<file path="src/rtl/fcl_pkg.sv">
// shared types and constants of the int16 fully connected layer
`default_nettype none

package fcl_pkg;

    localparam int MAX_IN_DEF  = 16;
    localparam int MAX_OUT_DEF = 16;
    localparam int DIM_CAP     = 16;

    localparam int MODE_W     = 2;
    localparam int ROW_W      = 4;
    localparam int COL_W      = 4;
    localparam int VAL_W      = 16;
    localparam int DIM_W      = 5;
    localparam int CFG_IDX_W  = 2;
    localparam int CFG_DATA_W = 5;

    localparam logic [MODE_W-1:0] MODE_WEIGHT = 2'd0;
    localparam logic [MODE_W-1:0] MODE_BIAS   = 2'd1;
    localparam logic [MODE_W-1:0] MODE_INPUT  = 2'd2;

    localparam logic [CFG_IDX_W-1:0] CFG_IN_DIM  = 2'd0;
    localparam logic [CFG_IDX_W-1:0] CFG_OUT_DIM = 2'd1;
    localparam logic [CFG_IDX_W-1:0] CFG_BIAS_EN = 2'd2;

    localparam logic [DIM_W-1:0]      IN_DIM_RST  = 5'd4;
    localparam logic [DIM_W-1:0]      OUT_DIM_RST = 5'd3;
    localparam logic                  BIAS_EN_RST = 1'b1;

    typedef struct packed {
        logic [MODE_W-1:0]       mode;
        logic [ROW_W-1:0]        row;
        logic [COL_W-1:0]        column;
        logic signed [VAL_W-1:0] value;
        logic                    last_element;
    } t_in_item;

    typedef struct packed {
        logic signed [VAL_W-1:0] result_value;
        logic [ROW_W-1:0]        result_row;
        logic                    last_row;
    } t_out_item;

    typedef struct packed {
        logic                    w_en;
        logic                    b_en;
        logic                    x_en;
        logic [ROW_W-1:0]        row;
        logic [COL_W-1:0]        column;
        logic signed [VAL_W-1:0] value;
    } t_wr;

    typedef struct packed {
        logic             en;
        logic             is_bias;
        logic [ROW_W-1:0] row;
        logic [DIM_W-1:0] col;
    } t_rd;

    typedef struct packed {
        logic valid;
        logic is_bias;
    } t_slot;

endpackage

`default_nettype wire

</file>
<file path="src/rtl/fcl_in_if.sv">
// input transaction channel: load items for weights, biases and input elements
`default_nettype none

interface fcl_in_if;
    import fcl_pkg::*;

    logic                    valid;
    logic                    ready;
    logic [MODE_W-1:0]       mode;
    logic [ROW_W-1:0]        row;
    logic [COL_W-1:0]        column;
    logic signed [VAL_W-1:0] value;
    logic                    last_element;

    modport source (output valid, output mode, output row, output column, output value,
                    output last_element, input ready);
    modport sink   (input valid, input mode, input row, input column, input value,
                    input last_element, output ready);
endinterface

`default_nettype wire

</file>
<file path="src/rtl/fcl_out_if.sv">
// output transaction channel: one result row per transaction
`default_nettype none

interface fcl_out_if;
    import fcl_pkg::*;

    logic                    valid;
    logic                    ready;
    logic signed [VAL_W-1:0] result_value;
    logic [ROW_W-1:0]        result_row;
    logic                    last_row;

    modport source (output valid, output result_value, output result_row, output last_row,
                    input ready);
    modport sink   (input valid, input result_value, input result_row, input last_row,
                    output ready);
endinterface

`default_nettype wire

</file>
<file path="src/rtl/fcl_store.sv">
// weight/bias memory and input vector memory, synchronous read
`default_nettype none

module fcl_store #(
    parameter int MAX_IN  = fcl_pkg::MAX_IN_DEF,
    parameter int MAX_OUT = fcl_pkg::MAX_OUT_DEF
) (
    input  wire logic                           i_clk,
    input  wire fcl_pkg::t_wr                   i_wr,
    input  wire fcl_pkg::t_rd                   i_rd,
    output logic signed [fcl_pkg::VAL_W-1:0]    o_wdata,
    output logic signed [fcl_pkg::VAL_W-1:0]    o_xdata
);
    import fcl_pkg::*;

    localparam int LIM_IN  = (MAX_IN  < DIM_CAP) ? MAX_IN  : DIM_CAP;
    localparam int LIM_OUT = (MAX_OUT < DIM_CAP) ? MAX_OUT : DIM_CAP;
    localparam int WCOLS   = LIM_IN + 1;
    localparam int WDEPTH  = LIM_OUT * WCOLS;
    localparam int WAW     = $clog2(WDEPTH);
    localparam int IAW     = (LIM_IN > 1) ? $clog2(LIM_IN) : 1;

    logic signed [VAL_W-1:0] r_wmem [WDEPTH];
    logic signed [VAL_W-1:0] r_xmem [LIM_IN];

    logic           w_row_ok;
    logic           w_col_ok;
    logic           w_wmem_we;
    logic           w_xmem_we;
    logic [WAW-1:0] w_waddr;
    logic [WAW-1:0] w_raddr;
    logic [IAW-1:0] w_xwaddr;
    logic [IAW-1:0] w_xraddr;

    // row and bias slot share one memory row; bias sits after the last column
    assign w_row_ok  = ({1'b0, i_wr.row} < (ROW_W+1)'(LIM_OUT));
    assign w_col_ok  = ({1'b0, i_wr.column} < (COL_W+1)'(LIM_IN));
    assign w_wmem_we = (i_wr.w_en && w_row_ok && w_col_ok) || (i_wr.b_en && w_row_ok);
    assign w_xmem_we = i_wr.x_en && w_col_ok;

    assign w_waddr  = WAW'(int'(i_wr.row) * WCOLS
                           + (i_wr.b_en ? LIM_IN : int'(i_wr.column)));
    assign w_raddr  = WAW'(int'(i_rd.row) * WCOLS
                           + (i_rd.is_bias ? LIM_IN : int'(i_rd.col)));
    assign w_xwaddr = IAW'(i_wr.column);
    assign w_xraddr = IAW'(i_rd.col);

    always_ff @(posedge i_clk) begin
        if (w_wmem_we) begin
            r_wmem[w_waddr] <= i_wr.value;
        end
        if (i_rd.en) begin
            o_wdata <= r_wmem[w_raddr];
        end
    end

    always_ff @(posedge i_clk) begin
        if (w_xmem_we) begin
            r_xmem[w_xwaddr] <= i_wr.value;
        end
        if (i_rd.en && !i_rd.is_bias) begin
            o_xdata <= r_xmem[w_xraddr];
        end
    end

endmodule

`default_nettype wire

</file>
<file path="src/rtl/fcl_mac.sv">
// product register and row accumulator, wraps modulo 2^16
`default_nettype none

module fcl_mac (
    input  wire logic                           i_clk,
    input  wire logic signed [fcl_pkg::VAL_W-1:0] i_wdata,
    input  wire logic signed [fcl_pkg::VAL_W-1:0] i_xdata,
    input  wire fcl_pkg::t_slot                 i_s1,
    input  wire logic                           i_s2_valid,
    input  wire logic                           i_bias_en,
    input  wire logic                           i_acc_clr,
    output logic signed [fcl_pkg::VAL_W-1:0]    o_acc
);
    import fcl_pkg::*;

    logic signed [2*VAL_W-1:0] w_full;
    logic signed [VAL_W-1:0]   n_prod;
    logic signed [VAL_W-1:0]   r_prod;
    logic signed [VAL_W-1:0]   r_acc;

    assign w_full = i_wdata * i_xdata;

    always_comb begin
        if (i_s1.is_bias) begin
            n_prod = i_bias_en ? i_wdata : '0;
        end else begin
            n_prod = w_full[VAL_W-1:0];
        end
    end

    always_ff @(posedge i_clk) begin
        r_prod <= n_prod;
        if (i_acc_clr) begin
            r_acc <= '0;
        end else if (i_s2_valid) begin
            r_acc <= r_acc + r_prod;
        end
    end

    assign o_acc = r_acc;

endmodule

`default_nettype wire

</file>
<file path="src/rtl/fcl_ctrl.sv">
// load decode, row/column sequencer and output register
`default_nettype none

module fcl_ctrl (
    input  wire logic                        i_clk,
    input  wire logic                        i_rst_n,
    input  wire fcl_pkg::t_in_item           i_item,
    input  wire logic                        i_in_valid,
    output logic                             o_in_ready,
    input  wire logic [fcl_pkg::DIM_W-1:0]   i_ni,
    input  wire logic [fcl_pkg::DIM_W-1:0]   i_no,
    input  wire logic signed [fcl_pkg::VAL_W-1:0] i_acc,
    input  wire logic                        i_out_ready,
    output logic                             o_out_valid,
    output fcl_pkg::t_out_item               o_out,
    output fcl_pkg::t_wr                     o_wr,
    output fcl_pkg::t_rd                     o_rd,
    output fcl_pkg::t_slot                   o_s1,
    output logic                             o_s2_valid,
    output logic                             o_acc_clr
);
    import fcl_pkg::*;

    typedef enum logic [2:0] {
        S_IDLE = 3'b001,
        S_RUN  = 3'b010,
        S_WAIT = 3'b100
    } t_state;

    t_state           r_state, n_state;
    logic [ROW_W-1:0] r_row, n_row;
    logic [DIM_W-1:0] r_col, n_col;
    t_slot            r_s1, n_s1;
    logic             r_s2_valid;
    logic             r_out_valid, n_out_valid;
    t_out_item        r_out, n_out;

    logic w_in_acc;
    logic w_start;
    logic w_out_free;
    logic w_last_row;

    assign o_in_ready = (r_state == S_IDLE);
    assign w_in_acc   = i_in_valid && o_in_ready;
    assign w_start    = w_in_acc && (i_item.mode == MODE_INPUT) && i_item.last_element
                        && (i_no != '0);
    assign w_out_free = !r_out_valid || i_out_ready;
    assign w_last_row = (({1'b0, r_row} + (ROW_W+1)'(1)) == i_no);

    always_comb begin
        o_wr.w_en   = w_in_acc && (i_item.mode == MODE_WEIGHT);
        o_wr.b_en   = w_in_acc && (i_item.mode == MODE_BIAS);
        o_wr.x_en   = w_in_acc && (i_item.mode == MODE_INPUT);
        o_wr.row    = i_item.row;
        o_wr.column = i_item.column;
        o_wr.value  = i_item.value;
    end

    always_comb begin
        n_state     = r_state;
        n_row       = r_row;
        n_col       = r_col;
        n_out       = r_out;
        n_out_valid = r_out_valid;
        n_s1        = '0;
        o_rd        = '0;
        o_acc_clr   = 1'b0;
        if (r_out_valid && i_out_ready) begin
            n_out_valid = 1'b0;
        end
        unique case (r_state)
            S_IDLE: begin
                if (w_start) begin
                    n_state   = S_RUN;
                    n_row     = '0;
                    n_col     = '0;
                    o_acc_clr = 1'b1;
                end
            end
            S_RUN: begin
                o_rd.en      = 1'b1;
                o_rd.row     = r_row;
                o_rd.col     = r_col;
                o_rd.is_bias = (r_col == i_ni);
                n_s1.valid   = 1'b1;
                n_s1.is_bias = o_rd.is_bias;
                if (o_rd.is_bias) begin
                    n_col   = '0;
                    n_state = S_WAIT;
                end else begin
                    n_col = r_col + DIM_W'(1);
                end
            end
            S_WAIT: begin
                if (!r_s1.valid && !r_s2_valid && w_out_free) begin
                    n_out_valid        = 1'b1;
                    n_out.result_value = i_acc;
                    n_out.result_row   = r_row;
                    n_out.last_row     = w_last_row;
                    o_acc_clr          = 1'b1;
                    if (w_last_row) begin
                        n_state = S_IDLE;
                    end else begin
                        n_row   = r_row + ROW_W'(1);
                        n_state = S_RUN;
                    end
                end
            end
            default: begin
                n_state = S_IDLE;
            end
        endcase
    end

    always_ff @(posedge i_clk) begin
        if (!i_rst_n) begin
            r_state     <= S_IDLE;
            r_row       <= '0;
            r_col       <= '0;
            r_s1        <= '0;
            r_s2_valid  <= 1'b0;
            r_out_valid <= 1'b0;
        end else begin
            r_state     <= n_state;
            r_row       <= n_row;
            r_col       <= n_col;
            r_s1        <= n_s1;
            r_s2_valid  <= r_s1.valid;
            r_out_valid <= n_out_valid;
        end
    end

    always_ff @(posedge i_clk) begin
        r_out <= n_out;
    end

    assign o_out_valid = r_out_valid;
    assign o_out       = r_out;
    assign o_s1        = r_s1;
    assign o_s2_valid  = r_s2_valid;

endmodule

`default_nettype wire

</file>
<file path="src/rtl/int16_fully_connected_layer_top.sv">
// top level of the int16 fully connected layer
`default_nettype none

// Signed 16-bit fully connected layer y = W*x + b. Each input transaction loads at most one
// weight, bias or input element. An input element flagged last starts a run, if out_dim is
// not zero, that gives out_dim (capped at MAX_OUT) result transactions in row order, the final
// one marked last_row. Each row reads one weight per cycle from the single read port of the
// weight memory into one multiplier, then the bias, then drains the read, multiply and
// accumulate stages. Input transactions are not taken during a run; a finished row waits in
// the output register without holding up loads once the run is over. There is no clearing
// pass after reset; a run must only read entries that were loaded before. Configuration must
// be written only while the block is idle; the block itself does not enforce this.
module int16_fully_connected_layer_top #(
    parameter int MAX_IN  = fcl_pkg::MAX_IN_DEF,
    parameter int MAX_OUT = fcl_pkg::MAX_OUT_DEF
) (
    input  wire logic                             i_clk,
    input  wire logic                             i_rst_n,
    fcl_in_if.sink                                i_in,
    fcl_out_if.source                             o_out,
    input  wire logic                             i_cfg_we,
    input  wire logic [fcl_pkg::CFG_IDX_W-1:0]    i_cfg_idx,
    input  wire logic [fcl_pkg::CFG_DATA_W-1:0]   i_cfg_data
);
    import fcl_pkg::*;

    localparam int LIM_IN  = (MAX_IN  < DIM_CAP) ? MAX_IN  : DIM_CAP;
    localparam int LIM_OUT = (MAX_OUT < DIM_CAP) ? MAX_OUT : DIM_CAP;

    logic [DIM_W-1:0] r_in_dim;
    logic [DIM_W-1:0] r_out_dim;
    logic             r_bias_en;

    logic [DIM_W-1:0]        w_ni;
    logic [DIM_W-1:0]        w_no;
    t_in_item                w_item;
    t_out_item               w_out;
    t_wr                     w_wr;
    t_rd                     w_rd;
    t_slot                   w_s1;
    logic                    w_s2_valid;
    logic                    w_acc_clr;
    logic signed [VAL_W-1:0] w_acc;
    logic signed [VAL_W-1:0] w_wdata;
    logic signed [VAL_W-1:0] w_xdata;
    logic                    w_in_ready;
    logic                    w_out_valid;

    always_ff @(posedge i_clk) begin
        if (!i_rst_n) begin
            r_in_dim  <= IN_DIM_RST;
            r_out_dim <= OUT_DIM_RST;
            r_bias_en <= BIAS_EN_RST;
        end else if (i_cfg_we) begin
            unique case (i_cfg_idx)
                CFG_IN_DIM:  r_in_dim  <= i_cfg_data;
                CFG_OUT_DIM: r_out_dim <= i_cfg_data;
                CFG_BIAS_EN: r_bias_en <= i_cfg_data[0];
                default: begin
                end
            endcase
        end
    end

    assign w_ni = (r_in_dim  > DIM_W'(LIM_IN))  ? DIM_W'(LIM_IN)  : r_in_dim;
    assign w_no = (r_out_dim > DIM_W'(LIM_OUT)) ? DIM_W'(LIM_OUT) : r_out_dim;

    assign w_item.mode         = i_in.mode;
    assign w_item.row          = i_in.row;
    assign w_item.column       = i_in.column;
    assign w_item.value        = i_in.value;
    assign w_item.last_element = i_in.last_element;
    assign i_in.ready          = w_in_ready;

    assign o_out.valid        = w_out_valid;
    assign o_out.result_value = w_out.result_value;
    assign o_out.result_row   = w_out.result_row;
    assign o_out.last_row     = w_out.last_row;

    fcl_ctrl u_ctrl (
        .i_clk       (i_clk),
        .i_rst_n     (i_rst_n),
        .i_item      (w_item),
        .i_in_valid  (i_in.valid),
        .o_in_ready  (w_in_ready),
        .i_ni        (w_ni),
        .i_no        (w_no),
        .i_acc       (w_acc),
        .i_out_ready (o_out.ready),
        .o_out_valid (w_out_valid),
        .o_out       (w_out),
        .o_wr        (w_wr),
        .o_rd        (w_rd),
        .o_s1        (w_s1),
        .o_s2_valid  (w_s2_valid),
        .o_acc_clr   (w_acc_clr)
    );

    fcl_store #(
        .MAX_IN  (MAX_IN),
        .MAX_OUT (MAX_OUT)
    ) u_store (
        .i_clk   (i_clk),
        .i_wr    (w_wr),
        .i_rd    (w_rd),
        .o_wdata (w_wdata),
        .o_xdata (w_xdata)
    );

    fcl_mac u_mac (
        .i_clk      (i_clk),
        .i_wdata    (w_wdata),
        .i_xdata    (w_xdata),
        .i_s1       (w_s1),
        .i_s2_valid (w_s2_valid),
        .i_bias_en  (r_bias_en),
        .i_acc_clr  (w_acc_clr),
        .o_acc      (w_acc)
    );

endmodule

`default_nettype wire

</file>
<file path="src/flat_wrapper.sv">
// flat-port wrapper written by rule: the top's interface ports become plain ports
module int16_fully_connected_layer_top_flat import fcl_pkg::*;
#(
    parameter int MAX_IN  = fcl_pkg::MAX_IN_DEF,
    parameter int MAX_OUT = fcl_pkg::MAX_OUT_DEF
)
  (i_clk, i_rst_n, i_cfg_we, i_cfg_idx, i_cfg_data, i_in_valid, i_in_mode, i_in_row, i_in_column, i_in_value, i_in_last_element, i_in_ready, o_out_valid, o_out_result_value, o_out_result_row, o_out_last_row, o_out_ready);
  fcl_in_if i_in_i ();
  fcl_out_if o_out_i ();
  input  wire logic i_clk;
  input  wire logic i_rst_n;
  input  wire logic i_cfg_we;
  input  wire logic [fcl_pkg::CFG_IDX_W-1:0] i_cfg_idx;
  input  wire logic [fcl_pkg::CFG_DATA_W-1:0] i_cfg_data;
  input wire logic [$bits(i_in_i.valid)-1:0] i_in_valid;
  input wire logic [$bits(i_in_i.mode)-1:0] i_in_mode;
  input wire logic [$bits(i_in_i.row)-1:0] i_in_row;
  input wire logic [$bits(i_in_i.column)-1:0] i_in_column;
  input wire logic [$bits(i_in_i.value)-1:0] i_in_value;
  input wire logic [$bits(i_in_i.last_element)-1:0] i_in_last_element;
  output wire logic [$bits(i_in_i.ready)-1:0] i_in_ready;
  output wire logic [$bits(o_out_i.valid)-1:0] o_out_valid;
  output wire logic [$bits(o_out_i.result_value)-1:0] o_out_result_value;
  output wire logic [$bits(o_out_i.result_row)-1:0] o_out_result_row;
  output wire logic [$bits(o_out_i.last_row)-1:0] o_out_last_row;
  input wire logic [$bits(o_out_i.ready)-1:0] o_out_ready;
  assign i_in_i.valid = i_in_valid;
  assign i_in_i.mode = i_in_mode;
  assign i_in_i.row = i_in_row;
  assign i_in_i.column = i_in_column;
  assign i_in_i.value = i_in_value;
  assign i_in_i.last_element = i_in_last_element;
  assign i_in_ready = i_in_i.ready;
  assign o_out_valid = o_out_i.valid;
  assign o_out_result_value = o_out_i.result_value;
  assign o_out_result_row = o_out_i.result_row;
  assign o_out_last_row = o_out_i.last_row;
  assign o_out_i.ready = o_out_ready;
  int16_fully_connected_layer_top #(.MAX_IN(MAX_IN), .MAX_OUT(MAX_OUT)) u_core (.i_clk(i_clk), .i_rst_n(i_rst_n), .i_in(i_in_i), .o_out(o_out_i), .i_cfg_we(i_cfg_we), .i_cfg_idx(i_cfg_idx), .i_cfg_data(i_cfg_data));
endmodule
</file>
<file path="config.mk">
export PLATFORM = sky130hd
export DESIGN_NAME = int16_fully_connected_layer_top_flat
export DESIGN_NICKNAME = d
export VERILOG_FILES = /design/src/rtl/fcl_pkg.sv /design/src/rtl/fcl_in_if.sv /design/src/rtl/fcl_out_if.sv /design/src/rtl/fcl_store.sv /design/src/rtl/fcl_mac.sv /design/src/rtl/fcl_ctrl.sv /design/src/rtl/int16_fully_connected_layer_top.sv /design/src/flat_wrapper.sv
export SDC_FILE = /design/constraint.sdc
export NUM_CORES = 2
export LEC_CHECK = 0
export BUFFER_PORTS_ARGS = -buffer_cell sky130_fd_sc_hd__buf_2
export CORE_MARGIN = 2
export CORE_UTILIZATION = 40
export CTS_CLUSTER_SIZE = 16
export DETAILED_ROUTE_END_ITERATION = 10
export GPL_TIMING_DRIVEN = 0
export PLACE_DENSITY_LB_ADDON = 0.1
export SLEW_MARGIN = 40
export SYNTH_ARGS = -nofsm -noshare
export SYNTH_HDL_FRONTEND = slang
export SYNTH_MEMORY_MAX_BITS = 65536
export SYNTH_SLANG_ARGS = --single-unit
</file>
<file path="constraint.sdc">
create_clock -name i_clk -period 9.2 [get_ports i_clk]
set_clock_uncertainty 0.1 [all_clocks]
set_input_delay 1.84 -clock i_clk [delete_from_list [all_inputs] [get_ports i_clk]]
set_output_delay 1.84 -clock i_clk [all_outputs]
set_load 0.1 [all_outputs]
</file>
# Word level (Yosys, flattened, before mapping)
# Memory sizes are Yosys's and may differ from the RTL's. A register that Yosys moved wholly into a read port is not among the register bits.
# Cells that the tools add are included.
# op_classes
mul	3
add_sub_neg	6
mux	30
reduce_logical	29
n_eq_ne	13
order_cmp	2
# ops
op	n
16-bit two-way mux	2
5-bit two-way mux	6
9-bit by 5-bit adder with 9-bit output	2
4-bit by 5-bit multiplier with 9-bit output (second input constant)	2
16-bit adder	1
16-bit by 16-bit multiplier with 16-bit output	1
4-bit two-way mux	3
2-bit AND reduction	6
11-bit two-way mux	1
5-bit equality test	2
5-bit greater-than comparator (second input constant)	2
1-bit logical AND	10
5-bit case mux with 2 select lines	1
1-bit two-way mux	9
3-bit two-way mux	3
3-bit case mux with 3 select lines	1
4-bit case mux with 2 select lines	1
2-bit != test (second input constant)	3
4-bit by 1-bit adder with 5-bit output (second input constant)	1
5-bit by 1-bit adder with 5-bit output (second input constant)	1
5-bit nonzero test	1
4-bit by 1-bit adder with 4-bit output (second input constant)	1
2-bit by 1-bit equality test with 1-bit output (second input constant)	2
2-bit equality test (second input constant)	2
12 further kinds	19
# word_totals
mem_count	2
mem_bits_rw	4608
register_bits	80
# mem_list
name	depth	width	rd	rd_ports_with_merged_regs	write_ports	line_no	source
u_core.u_store.r_wmem	272	16	1	1	1	fcl_store.sv:23	logic signed [VAL_W-1:0] r_wmem [WDEPTH];
u_core.u_store.r_xmem	16	16	1	1	1	fcl_store.sv:24	logic signed [VAL_W-1:0] r_xmem [LIM_IN];

# Longest topological paths before layout
# logic_depth
depth_word	7
ltp_mapped	22
mapped_depth_nobuf	21

# Cells and area by module
# From an unflattened synthesis, not the netlist that was laid out.
# hier_totals
cells_unflattened	8662
hier_area_um2	187026.9
# by_module_without_submodules
mod	cells_per_inst	instances	area_each_um2	seq_area_each_um2
fcl_store	7733	1	178652.6	139333.6
fcl_mac	703	1	5974.5	640.6
fcl_ctrl	169	1	1876.8	950.9
int16_fully_connected_layer_top	57	1	523.0	220.2

# Least setup slack after synthesis
# No wires, ideal clock.
# synth_path
path_type	flip-flop to flip-flop
startpoint	reg u_core.u_ctrl.r_state[0]
endpoint	mem u_core.u_store.r_wmem[160][0], enable pin
synth_period_minus_slack_ns	7.253
path_stages_with_launch	19
setup_ns	0.388
n_path_buf	1
slack_ns	1.947
required_time_ns	8.712
t_arrival_ns	6.765
cell_sequence	dfxtp_1 -> nor3b_1 -> nand2_1 -> nor2_1 -> nand2_1 -> and2_1 -> ha_1 -> ha_1 -> inv_1 -> fa_1 -> nor2b_1 -> o21ai_0 -> a21boi_0 -> o21ai_0 -> mux2_2 -> nor2_1 -> nand2_1 -> clkbuf_1 -> nor2_1
# synth_via
elab_chain_cells	6
elab_cells_between_ends	9
cone_classes	add/sub: 1; eq/ne: 1; mux: 3; reduce/logical: 4
# synth_rtl
element	line_no	source
from (decl)	fcl_ctrl.sv:30	t_state r_state, n_state;
from (signal assigned)	fcl_ctrl.sv:124	r_state <= n_state;
3-bit by 1-bit equality test with 1-bit output *	fcl_ctrl.sv:43	assign o_in_ready = (r_state == S_IDLE);
net i_in_ready	flat_wrapper.sv:21	output wire logic [$bits(i_in_i.ready)-1:0] i_in_ready;
1-bit logical AND *	fcl_ctrl.sv:44	assign w_in_acc = i_in_valid && o_in_ready;
parallel branches: the longest is 4 deep, another holds 9-bit by 5-bit adder with 9-bit output	n/a	
to (decl)	fcl_store.sv:23	
# Mark *: on every way through the listed nets, which the timed path passes.

# Worst setup path in the final report
# layout_path
startpoint	reg u_core.u_ctrl.r_state[1]
endpoint	reg u_core.u_store.o_wdata[15] (netlist bit), read port of u_core.u_store.r_wmem (data pin)
# layout_via
elab_chain_cells	4
elab_cells_between_ends	5
cone_classes	add/sub: 1; mul: 1; eq/ne: 1; mux: 2
# layout_rtl
element	line_no	source
3-bit by 2-bit equality test with 1-bit output *	fcl_ctrl.sv:71	unique case (r_state)
11-bit two-way mux *	fcl_ctrl.sv:71	
4-bit by 5-bit multiplier with 9-bit output / 5-bit two-way mux (equally long branches)	fcl_store.sv:43, fcl_store.sv:44	
9-bit by 5-bit adder with 9-bit output	fcl_store.sv:44	+ (i_rd.is_bias ? LIM_IN : int'(i_rd.col)));
to (decl)	fcl_store.sv:11	output logic signed [fcl_pkg::VAL_W-1:0] o_wdata,
# Every way passes the cells marked *; elsewhere a longest branch is shown, timed or not.
# A chain may end at the register's enable or synchronous reset.

==> flow_summary.json <==
{
  "status": "finished with violations",
  "violations": "setup timing",
  "cts_root_buffer": "clkbuf_16",
  "power_frac_comb_pct": 5.0,
  "io_pins": 62,
  "wl_per_cell_um": 36.1,
  "grt_pass1_wl_um": 808000,
  "antenna_found_initial": 35,
  "rows": 251,
  "first_pass_iters": 6,
  "reg2reg_slack_ns": -0.02,
  "ff2ff_path_depth": 18,
  "synth_flop_cell": "edfxtp_1",
  "ys_types": 75,
  "postSynth.asyncResetShare_pct": 0,
  "min_period_ns": 9.22,
  "numCtsBuffers": 528,
  "avgSynthCellArea_um2": 21.1,
  "cellPowerDensity_nw_per_um2": 209,
  "crit_family": "buffers and inverters",
  "drive_above_1_share_pct": 30.3,
  "dieWidth_um": 688,
  "crit_cells": 18,
  "fin_setup_tns_ns": -0.0322,
  "peakVddDrop_mv": 0.180,
  "dpl.cell_count": 15499,
  "clkPwrFrac_pct": 43.9,
  "avgViaCountPerCell": 5.84,
  "core_um2": 467000,
  "rsz0062_at_grt": "false",
  "worstPathArrival_ns": 9.84,
  "fin_ws_ns": -0.0249,
  "ys_ff_latch": 4720,
  "layout_commonest_cell": "edfxtp_1",
  "swShare_pct": 22.1,
  "mostFrequentLayoutCells": "edfxtp_1, mux4_2, clkbuf_16",
  "drtIter0Drc": 12057,
  "worst_pin_slew_ns": 1.13,
  "syn-instance-count": 8890,
  "nNetsFinal": 10050,
  "place_hpwl_um": 415000,
  "final-hold-violation-count": 0,
  "p_leak_nw": 70.5,
  "seqCellArea_um2": 141000,
  "path_buf_inv": 9,
  "design_area_um2": 222000,
  "fillerInstances": 38403,
  "cp.required_ns": 9.82,
  "maxSlewViolCount": 0,
  "drt-total-wl_um": 594000,
  "start_kind": "flip-flop",
  "area_delta_synth_final_pct": 18.6,
  "relSlewSlack_pct": 24.3,
  "cts.path.max_buffers": 4,
  "place.gp.congestion": 0.922,
  "post-cts-setup-buffers": 0,
  "clkSinkCount": 4720,
  "clkTransAtPathRegs_ns": 0.06,
  "path_class": "reg2reg",
  "syn_nets": 9109,
  "cp_cell_sequence": "or3b_2 > clkinv_1 > nand2_1 > buf_2 > buf_1 > nor2_1 > ha_1 > ha_1 > inv_1 > fa_1 > clkbuf_1 > clkinv_1 > clkbuf_2 > buf_2 > clkbuf_2 > a2111oi_1 > o32ai_1 > a41oi_1",
  "setup_viol": 2,
  "tritoncts": "yes",
  "cp_max_fo": 10,
  "grt_use_total_pct": 24.9,
  "yosysSeqAreaShare_pct": 75.3,
  "ant_nets": 0,
  "synth_edf_count": 4661,
  "maxCapViolations": 0,
  "slowest_delay_ns": 0.86,
  "netlist_area_um2": 187000,
  "max_freq_mhz": 108,
  "pwr-share-seq_pct": 51.2,
  "drc": 0,
  "switching_power_w": 0.0103,
  "fin_crit_sh_pct": 100,
  "initial_core_util_pct": 40.1,
  "h-tree-depth": 6,
  "place_ws_ns": -0.437,
  "hp-class": "reg2reg",
  "io_buffers": 61,
  "layoutNonFillerInstCount": 16445,
  "dieArea_um2": 474000,
  "hold_depth": 0,
  "cts_hold_buf": 0,
  "grt_max_degree": 89,
  "multiInputGateArea_um2": 46300,
  "dpl_cell_area_um2": 206000,
  "overflow": 0,
  "ys_warn_count": 0,
  "grt_pass1_vias": 96639,
  "setup.worst_path.end_class": "flip-flop",
  "vias": 96102,
  "cp_slowest_cell": "a2111oi_1",
  "clk_latency_ns": 1.05,
  "p_int_w": 0.0362,
  "die_h_um": 688
}
-- synth_stat cells (39+ instances only) --
cell type  number  share of area [%]
dfxtp_1        59               0.63
o21ai_0        66               0.18
buf_1          39              0.078
and3_1         76               0.25
a21oi_1        88               0.24
buf_2         103               0.28
edfxtp_1     4661                 75
xnor2_1        50               0.23
clkbuf_1      308               0.62
mux2i_1       313                1.7
and2_1         85               0.28
ha_1           98               0.65
nand3_1        68               0.18
mux4_2       1212                 15
nor2_1        510                1.0
nand2_1       305               0.61
fa_1           82               0.88
inv_1         148               0.30
mux2_2         86               0.52
nor3_1         60               0.16
-- sequential cells by signal (all words and copies together), names as in the netlist, 16 cells and up --
| name | cells |
|---|---|
| u_core.u_ctrl.o_out | 21 |
| u_core.u_mac.o_acc | 16 |
| u_core.u_mac.r_prod | 16 |
| u_core.u_store.o_wdata | 16 |
| u_core.u_store.o_xdata | 16 |
| u_core.u_store.r_wmem | 4352 |
| u_core.u_store.r_xmem | 256 |
-- metal layers --
metal	track usage [%]	part of all wire, %	vias up
met3	5.08	7.9	828
met4	7.24	3.3	10
met5	0	0.012	-
met2	39.5	47	3889
li1	-	-	38722
met1	34.9	42	52653
-- power groups by stage --
stage	sequential [W]	clock (W)	combinational, W
after CTS	0.0238	0.0207	0.00230
after global routing	0.0238	0.0215	0.00249
final	0.0238	0.0204	0.00230
after detailed placement	0.0242	0	0.00229
after floorplan	0.0242	0	0.00107
after global placement	0.0244	0	0.00197
-- logic make-up (layout without fill, tap and decap cells) --
family,Yosys count,count (layout),share of synthesized area (%)
other,0,15,0
AND/OR/NAND/NOR,1241,1241,3.01
AO/OA/AOI/OAI,433,433,1.61
flip-flops,4720,4720,75.3
adder cells (fa/ha/maj),180,180,1.53
XOR/XNOR,67,67,0.313
multiplexers,1612,1612,16.8
buffers and inverters,637,1979,1.43
-- final timing paths --
| check | start | to |
|---|---|---|
| worst max-delay path | u_core.u_ctrl.r_state[1]$_SDFFE_PN0P_ | u_core.u_store.o_wdata[15]$_DFFE_PP_ |
| worst min-delay path | u_core.u_mac.o_acc[15]$_SDFFE_PP0P_ | u_core.u_ctrl.o_out[20]$_DFFE_PP_ |
| worst max register to register | u_core.u_ctrl.r_state[1]$_SDFFE_PN0P_ | u_core.u_store.o_wdata[15]$_DFFE_PP_ |
| worst min register to register | u_core.u_mac.o_acc[15]$_SDFFE_PP0P_ | u_core.u_ctrl.o_out[20]$_DFFE_PP_ |
-- what timing repair did --
action                     CTS  global route
resized for setup            3             2
cloned                       0             0
setup endpoints to repair   13             2
-- layout make-up --
class	instances	share of cell area, %
buffer	487	1.08
multi-input combinational	3533	20.8
clock buffer	668	6.33
timing repair buffer	411	3.42
clock inverter	263	1.08
inverter	150	0.253
sequential	4720	63.5
antenna	15	0.0169
tap	6198	3.49
-- stage by stage --
stage	hold WS, ns	total power [W]	utilization (%)
3_3_place_gp	0.321	0.0263	41.8
2_1_floorplan	0.308	0.0253	-
6_report	0.338	0.0465	47.6
3_5_place_dp	0.316	0.0265	44.0
5_1_grt	0.346	0.0478	47.6
4_1_cts	0.341	0.0468	47.6
(Power assumes the default switching activity.)
